[src/hdl/jfp_pkg.sv]
`default_nettype none
// ----------------------------------------------------------------------------
// jfp_pkg
// Shared types, constants and helpers of the Julia test-pattern block.
// ----------------------------------------------------------------------------
package jfp_pkg;

  localparam int unsigned CoordBits = 12;
  localparam int unsigned FracBits  = 28;
  localparam int unsigned MaxIter   = 64;
  localparam int unsigned DimW      = 13;
  localparam int unsigned CW        = 30;
  localparam int unsigned ZW        = 32;
  localparam int unsigned SatW      = 48;
  localparam int unsigned DivNumW   = CoordBits + FracBits;
  localparam int unsigned DivDenW   = DimW;
  localparam int unsigned IterW     = $clog2(MaxIter + 1);
  localparam int unsigned RampNumW  = CoordBits + 8;

  localparam logic [2*ZW:0] EscLimit = (2*ZW+1)'(4) << (2*FracBits);

  typedef enum logic [1:0] {
    TAG_X  = 2'd0,
    TAG_Y  = 2'd1,
    TAG_CB = 2'd2,
    TAG_CR = 2'd3
  } jfp_tag_e;

  typedef enum logic [1:0] {
    REG_WIDTH  = 2'd0,
    REG_HEIGHT = 2'd1,
    REG_C_RE   = 2'd2,
    REG_C_IM   = 2'd3
  } jfp_reg_e;

  typedef struct packed {
    logic [CoordBits-1:0] col;
    logic [CoordBits-1:0] pixel_row;
  } jfp_in_t;

  typedef struct packed {
    logic [7:0] luma;
    logic [7:0] cb_value;
    logic [7:0] cr_value;
    logic       chroma_site;
  } jfp_out_t;

  // One division request as it moves down the cell row.
  typedef struct packed {
    logic               valid;
    jfp_tag_e           tag;
    logic [DivDenW-1:0] rem;
    logic [DivNumW-1:0] num;
    logic [DivDenW-1:0] den;
  } jfp_div_t;

  function automatic logic signed [ZW-1:0] sat32(input logic signed [SatW-1:0] v);
    logic [SatW-ZW:0] hi;
    hi = v[SatW-1:ZW-1];
    if ((&hi) || !(|hi)) begin
      return v[ZW-1:0];
    end else if (v[SatW-1]) begin
      return {1'b1, {(ZW-1){1'b0}}};
    end else begin
      return {1'b0, {(ZW-1){1'b1}}};
    end
  endfunction

endpackage
`default_nettype wire

[src/hdl/jfp_div_cell.sv]
`default_nettype none
// ----------------------------------------------------------------------------
// jfp_div_cell
// One restoring-division step: brings in one dividend bit, emits one
// quotient bit, registers the request for the next cell.
// ----------------------------------------------------------------------------
module jfp_div_cell import jfp_pkg::*; (
  input  logic     clk_i,
  input  logic     rst_ni,
  input  jfp_div_t cell_i,
  output jfp_div_t cell_o
);

  logic [DivDenW:0]   trial;
  logic               qbit;
  logic [DivDenW:0]   sub;
  logic [DivDenW-1:0] rem_d;
  logic               valid_q;
  jfp_tag_e           tag_q;
  logic [DivDenW-1:0] rem_q;
  logic [DivNumW-1:0] num_q;
  logic [DivDenW-1:0] den_q;

  always_comb begin
    trial = {cell_i.rem, cell_i.num[DivNumW-1]};
    qbit  = trial >= {1'b0, cell_i.den};
    sub   = trial - {1'b0, cell_i.den};
    rem_d = qbit ? sub[DivDenW-1:0] : trial[DivDenW-1:0];
  end

  always_ff @(posedge clk_i or negedge rst_ni) begin
    if (!rst_ni) begin
      valid_q <= 1'b0;
    end else begin
      valid_q <= cell_i.valid;
    end
  end

  always_ff @(posedge clk_i) begin
    tag_q <= cell_i.tag;
    rem_q <= rem_d;
    num_q <= {cell_i.num[DivNumW-2:0], qbit};
    den_q <= cell_i.den;
  end

  assign cell_o = '{valid: valid_q, tag: tag_q, rem: rem_q, num: num_q, den: den_q};

endmodule
`default_nettype wire

[src/hdl/jfp_divider.sv]
`default_nettype none
// ----------------------------------------------------------------------------
// jfp_divider
// Row of division cells, one quotient bit per cell; takes a request
// every cycle and registers it in each cell on its way to the output.
// ----------------------------------------------------------------------------
module jfp_divider import jfp_pkg::*; (
  input  logic     clk_i,
  input  logic     rst_ni,
  input  jfp_div_t div_i,
  output jfp_div_t div_o
);

  jfp_div_t link [DivNumW+1];

  assign link[0] = div_i;

  for (genvar g = 0; g < DivNumW; g++) begin : g_cell
    jfp_div_cell u_cell (
      .clk_i  (clk_i),
      .rst_ni (rst_ni),
      .cell_i (link[g]),
      .cell_o (link[g+1])
    );
  end

  assign div_o = link[DivNumW];

endmodule
`default_nettype wire

[config.mk]
export PLATFORM = sky130hd
export DESIGN_NAME = jfp_divider
export DESIGN_NICKNAME = d
export VERILOG_FILES = /design/src/hdl/jfp_pkg.sv /design/src/hdl/jfp_div_cell.sv /design/src/hdl/jfp_divider.sv
export SDC_FILE = /design/constraint.sdc
export NUM_CORES = 2
export LEC_CHECK = 0
export BUFFER_PORTS_ARGS = -buffer_cell sky130_fd_sc_hd__buf_4
export CELL_PAD_IN_SITES_DETAIL_PLACEMENT = 0
export CELL_PAD_IN_SITES_GLOBAL_PLACEMENT = 1
export CORE_MARGIN = 2
export CORE_UTILIZATION = 53
export CTS_BUF_LIST = sky130_fd_sc_hd__clkbuf_4 sky130_fd_sc_hd__clkbuf_8
export CTS_CLUSTER_SIZE = 30
export DETAILED_ROUTE_END_ITERATION = 8
export HOLD_SLACK_MARGIN = 0.12
export PLACE_DENSITY = 0.85
export SYNTH_ARGS = -nofsm -noshare
export SYNTH_HDL_FRONTEND = slang
export SYNTH_SLANG_ARGS = --single-unit
[constraint.sdc]
create_clock -name clk_i -period 3.3 [get_ports clk_i]
set_input_delay 0.66 -clock clk_i [delete_from_list [all_inputs] [get_ports clk_i]]
set_output_delay 0.66 -clock clk_i [all_outputs]
set_load 0.01 [all_outputs]
* Yosys cells after proc, flatten, opt, wreduce, memory -nomap -nowiden
Index checks and enable logic that the tools add are counted.
** Storage, ports and cells
- Bits of input ports :: 71
- Bits in latches :: 0
- Bits in read-only memories :: 0
- RAM bits :: 0
- Memories kept :: 0
- Flip-flop bits (word level) :: 2760
- Output and inout bits :: 69
** Cells by class
- Multipliers :: 0
- Muxes and demuxes :: 40
- Reduce and logical (&&, ||, !) cells :: 0
- Shifts and indexed selects :: 0
- Bitwise logic cells :: 0
- Eq/ne operators :: 0
- Divide/modulo/power cells :: 0
- Add/sub/neg operators :: 40
- $lt $le $gt $ge :: 40
** Operator list (count)
- >= comparator 14 x 13 -> 1 bit :: 40
- two-way mux 13 bit :: 40
- subtractor 13 bit :: 40

* Longest topological paths before layout
- Depth after elaboration :: 2
- Mapped depth :: 12
- Gate-level depth less buffers :: 10

* Modules after synthesis
Synthesis repeated with hierarchy kept, for this count alone.
** Unflattened totals
- Cells, all modules :: 7120
- Area, all modules :: 89736.1 um^2
** Modules (own cells, without submodules)
- jfp_div_cell :: cells an instance 178, area each 2243.4 um^2, times used 40, sequential area each 1386.3 um^2

* Worst setup path after synthesis
No wires, ideal clock.
- Path type :: input -> register
- From :: in div_i[52] in the netlist's numbering
- To :: reg g_cell[0].u_cell.rem_q[10]
- Data arrival time :: 2.609 ns
- Cell stages on the path :: 10
- Path slack :: 0.570 ns
- Buffers on the path :: 1
- Setup time :: 0.121 ns
- Cells stage by stage :: inv_1 > ha_1 > fa_1 > nor2b_1 > o21ai_0 > a31oi_1 > nor3_1 > o21ai_1 > buf_2 > mux2_2
** Between the ends
- Longest elaborated chain between the ends :: 2
- Elaborated cells between the ends (all ways) :: 3
- Those cells by class :: add/sub (1); order compare (1); mux (1)
** RTL lines
- start, declared :: RTL line jfp_divider.sv:10 : input jfp_div_t div_i,
- >= comparator 14 x 13 -> 1 bit :: RTL line jfp_div_cell.sv:26 : qbit = trial >= {1'b0, cell_i.den};
- net g_cell[0].u_cell.qbit :: RTL line jfp_div_cell.sv:15 : logic qbit;
- two-way mux 13 bit :: RTL line jfp_div_cell.sv:28 : rem_d = qbit ? sub[DivDenW-1:0] : trial[DivDenW-1:0];
- net g_cell[0].u_cell.rem_d[10] :: RTL line jfp_div_cell.sv:17 : logic [DivDenW-1:0] rem_d;
- end signal, assigned :: RTL line jfp_div_cell.sv:41 : rem_q <= rem_d;
- end, declared :: RTL line jfp_div_cell.sv:20 : logic [DivDenW-1:0] rem_q;
The timed path passes the listed nets, and every way through them passes these cells.

* Worst setup path in the final report
- From :: reg g_cell[28].u_cell.den_q[2]
- To :: reg g_cell[29].u_cell.rem_q[10]
** Between the ends
- Longest elaborated chain between the ends :: 2
- Elaborated cells between the ends (all ways) :: 3
- Those cells by class :: add/sub (1); order compare (1); mux (1)
** RTL lines
- start, declared :: RTL line jfp_div_cell.sv:22 : logic [DivDenW-1:0] den_q;
- start signal, assigned :: RTL line jfp_div_cell.sv:43 : den_q <= cell_i.den;
- subtractor 13 bit or >= comparator 14 x 13 -> 1 bit (tied branches) :: RTL line jfp_div_cell.sv:27, jfp_div_cell.sv:26
- two-way mux 13 bit (*) :: RTL line jfp_div_cell.sv:28
- net g_cell[29].u_cell.rem_d[10] :: RTL line jfp_div_cell.sv:17
- end signal, assigned :: RTL line jfp_div_cell.sv:41
- end, declared :: RTL line jfp_div_cell.sv:20
The timed path passes the listed nets; every way through them passes the cells marked *.

==> reports/metrics.csv <==
stage;metric;value;unit
yosys;flops & latches, synth;2760;
timing;Slew headroom;47.2;%
yosys;EDFF count, synth;0;
timing;Least-Margin Pin Slew;792;ps
timing;max-slew violations;0;
placement;GPL Wtd Cong;0.866;
status;status;complete, no violations;
yosys;Ys Warns;0;
yosys;post-synthesis async set-or-reset flop share;1.45;%
placement;Buffers on Ports;139;
global_route;GRT Overall Usage;17.0;%
setup_path;Crit-path slowest cell;dfxtp_1;
layout;Area growth, synth to finish;16.1;%
power_and_ir_drop;Pwr per Cell Area;1100;nW/um^2
power_and_ir_drop;Gate power share;32.2;%
global_route;largest net degree at the start of global routing;41;
setup_path;Max stage delay on crit path;440;ps
floorplanning;core region area;165000;sq um
clock_tree;Max clock buf depth;4;
route;post-detailed-route via-to-cell ratio;4.89;
power_and_ir_drop;sw frac;29.9;%
timing;RSZ-0062 raised after global routing;false;
yosys;Syn Area/Cell;12.3;sq um
route;ANT nets after route;0;
yosys;Post-Syn Nets;7740;
flow_run;max cap viols;0;
timing;period utilization;91.6;%
setup_path;crit-path max FO;14;
global_route;antenna violations before repair;2;
power_and_ir_drop;Sequential Power Share;41.0;%
power_and_ir_drop;worst vdd ir;624;uV
timing;Fin. Hold Viols;0;
floorplanning;row cnt;149;
power_and_ir_drop;P_int;78.5;mW
yosys;Compound-Gate Fraction of Synth Area;10.0;%
power_and_ir_drop;Switch Pwr;33.5;mW
yosys;xor/xnor share of the synthesized area;3.13;%
setup_path;cells along the critical path;inv_1 > ha_1 > nor2b_1 > o21ai_1 > a21oi_1 > a211oi_2 > o211ai_1 > a311oi_4 > buf_4 > mux2_2;
layout;final layout net count;8382;
route;Pre-Repair DR Iteration Count;5;
floorplanning;I/O Pins;140;
setup_path;sum of buffers and inverters on the critical path;2;
floorplanning;Die Area;169000;sq um
setup_path;startpoint types;register;
global_route;first-pass GRT wire length;240000;um
yosys;Netlist cell types;80;
clock_tree;clk root buf;clkbuf_8;
clock_tree;Clock Pin Slew Worst Setup and Hold Paths;70;ps
yosys;main combinational cell family by area after synthesis;compound AO/OA/AOI/OAI gates;
clock_tree;post-CTS setup buffers;0;
yosys;Adder-Cell Fraction of Synth Area;8.34;%
timing;fmax;331;MHz
yosys;post-synthesis simple-gate area fraction;5.51;%
setup_path;CP delay by family, top;compound AO/OA/AOI/OAI gates;
min_path;Hold Path Class;reg2reg;
setup_path;Worst R2R Start;g_cell[28].u_cell.den_q[2];
timing;Setup-failing EPs final;0;
route;vias after detailed routing;50200;
route;Routed WL;144000;um
power_and_ir_drop;P_leak;45.6;nW
clock_tree;TritonCTS clock tree;yes;
yosys;Syn Std Cell Area;87600;sq um
setup_path;Worst Path Required;4200;ps
layout;post-route core utilization;61.8;%
route;Initial DRC Count;2331;
yosys;post-synthesis sequential area ratio;63.3;%
yosys;mux share of post-synthesis cell area;6.33;%
clock_tree;Skew-Pair Late Insertion Delay;1060;ps
power_and_ir_drop;Clock Power Share;26.7;%
global_route;GRT overflow;0;
setup_path;Crit. Startpoint;g_cell[28].u_cell.den_q[2];
setup_path;endpoint class of the critical path;register;
setup_path;CP Class;reg2reg;
yosys;Synth Instances;7109;
global_route;vias in the first global route;50500;
floorplanning;Die Ht;411;um
min_path;Hold Startpoint;g_cell[13].u_cell.num_q[18];
route;WL per Instance;14.1;um
clock_tree;Num CTS Buffers;420;
timing;fin crit period;3020;ps
route;# DRC;0;
clock_tree;CTS H-tree depth;5;
timing;clk_skew;96.0;ps
clock_tree;number of clock sinks;2760;
placement;hpwl dp;99000;um
floorplanning;Initial Utilization;53.2;%
power_and_ir_drop;Tot Pwr;112;mW
yosys;top_reg_cell synth;dfxtp_1;
layout;layout cells sized above 1;17.2;%
timing;TNS Setup;0;ps
floorplanning;die width;411;um
setup_path;Worst EP arrival;3930;ps
## Yosys cell counts (25+ instances only)
library cell / instances / share of area, %
dfxtp_1: 2720 / 62
inv_1: 678 / 2.9
ha_1: 520 / 7.4
mux2_2: 392 / 5.0
nor2_1: 283 / 1.2
a21oi_1: 275 / 1.6
o21ai_0: 210 / 1.2
nand2_1: 200 / 0.86
xnor2_1: 178 / 1.8
a21o_1: 138 / 1.2
o21a_1: 138 / 1.2
xor2_1: 135 / 1.3
nor3_1: 106 / 0.61
mux2i_1: 102 / 1.2
nor2b_1: 95 / 0.68
a211oi_1: 70 / 0.60
nand4_1: 62 / 0.44
o211ai_1: 57 / 0.49
nand3_1: 48 / 0.27
a21boi_0: 47 / 0.40
o31a_1: 45 / 0.45
dfrtp_1: 40 / 1.1
fa_1: 40 / 0.91
nand2b_1: 36 / 0.26
o21ai_1: 30 / 0.17
and3_1: 29 / 0.21
clkbuf_1: 29 / 0.12
o31ai_1: 27 / 0.23
a221o_1: 25 / 0.29
a31oi_1: 25 / 0.18
or3_1: 25 / 0.18
## metal layers
metal	GRT usage, %	wire length [um]
met3	4.08	6750
met4	6.66	3800
met1	21.8	67200
met2	27.7	66500
met5	0	13
## sequential cells by signal, summed over array words and instances, names as in the netlist
signal and flops:
g_cell.u_cell.den_q 520, g_cell.u_cell.num_q 1600, g_cell.u_cell.rem_q 520, g_cell.u_cell.tag_q 80
g_cell.u_cell.valid_q 40
## path summary, 6_finish.rpt
check                                                   end  slack [ps]  cells past startpoint
worst max-delay path            g_cell[29].u_cell.rem_q[10]         280                     10
worst min-delay path            g_cell[14].u_cell.num_q[19]         270                      0
worst max register to register  g_cell[29].u_cell.rem_q[10]         280                     10
worst min register to register  g_cell[14].u_cell.num_q[19]         270                      0
max in group asynchronous         g_cell[38].u_cell.valid_q        2440                      4
min in group asynchronous         g_cell[18].u_cell.valid_q         680                      4
## placed cells by master, fill, tap and decap left out, types with 36 or more instances in the layout
cell type	synthesis	final
a211oi_1	70	70
nor2b_1	95	95
nand2_1	200	200
o21a_1	138	138
nor2_1	283	283
clkbuf_4	0	127
dfxtp_1	2720	2720
o211ai_1	57	57
nand4_1	62	62
a21boi_0	47	47
nand3_1	48	48
fa_1	40	40
o31a_1	45	45
nand2b_1	36	36
mux2i_1	102	102
mux2_2	392	392
a21oi_1	275	275
dfrtp_1	40	40
xnor2_1	178	178
nor3_1	106	106
ha_1	520	520
a21o_1	138	138
buf_4	9	184
o21ai_0	210	210
inv_1	678	678
clkbuf_8	0	539
clkinv_2	0	38
xor2_1	135	135
dlygate4sd3_1	0	100
## power by group through the flow
stage               Clock (mW)  Sequential [mW]  Combinational (mW)
floorplan                    0             45.3                29.1
global placement             0             46.7                34.9
detailed placement           0             46.7                35.6
CTS                       31.0             46.1                36.1
global route              32.5             46.9                40.3
finish                    30.0             46.0                36.1
## cells by family (layout without fill, tap and decap cells)
logic type | count (synthesis) | in the layout
xor+xnor | 313 | 313
fa+ha+maj | 560 | 560
simple gates | 977 | 977
mux | 504 | 504
other cells | 0 | 2
compound gates | 1250 | 1250
buf+inv | 745 | 1703
flops | 2760 | 2760
## metrics by stage
step / instance area [sq um] / hold WS, ps / setup WS (ps) / std cells
after floorplan: 87600 / 310 / 570 / 7109
after detailed placement: 91400 / 312 / 165 / 9417
final: 102000 / 274 / 278 / 10300
after global routing: 102000 / 172 / 95.5 / 10300
after CTS: 102000 / 121 / 132 / 10300
after global placement: 91400 / 310 / 160 / 9417
## what timing repair did
action                     4_1_cts  5_1_grt
gates resized for setup          0        1
setup endpoints to repair        0       10
hold buffers                   101        0
hold endpoints to repair       109        0
## layout make-up
| type | instances | area (sq um) |
|---|---|---|
| clock buffers | 666 | 8370 |
| inverters | 678 | 2540 |
| clock inverters | 72 | 953 |
| flip-flops and latches | 2760 | 55500 |
| well taps | 2189 | 2740 |
| fillers | 12800 | 62900 |
| multi-input cells | 3604 | 29200 |
| diodes | 2 | 5.00 |
| repair buffers | 287 | 2440 |
## worst reg2reg max path: stages, from the launching register on
cell	delay, ps
dfxtp_1	440
inv_1	70
ha_1	360
nor2b_1	150
o21ai_1	160
a21oi_1	130
a211oi_2	440
o211ai_1	220
a311oi_4	280
buf_4	280
mux2_2	360
No activity file was read; power rests on OpenSTA's default activity.
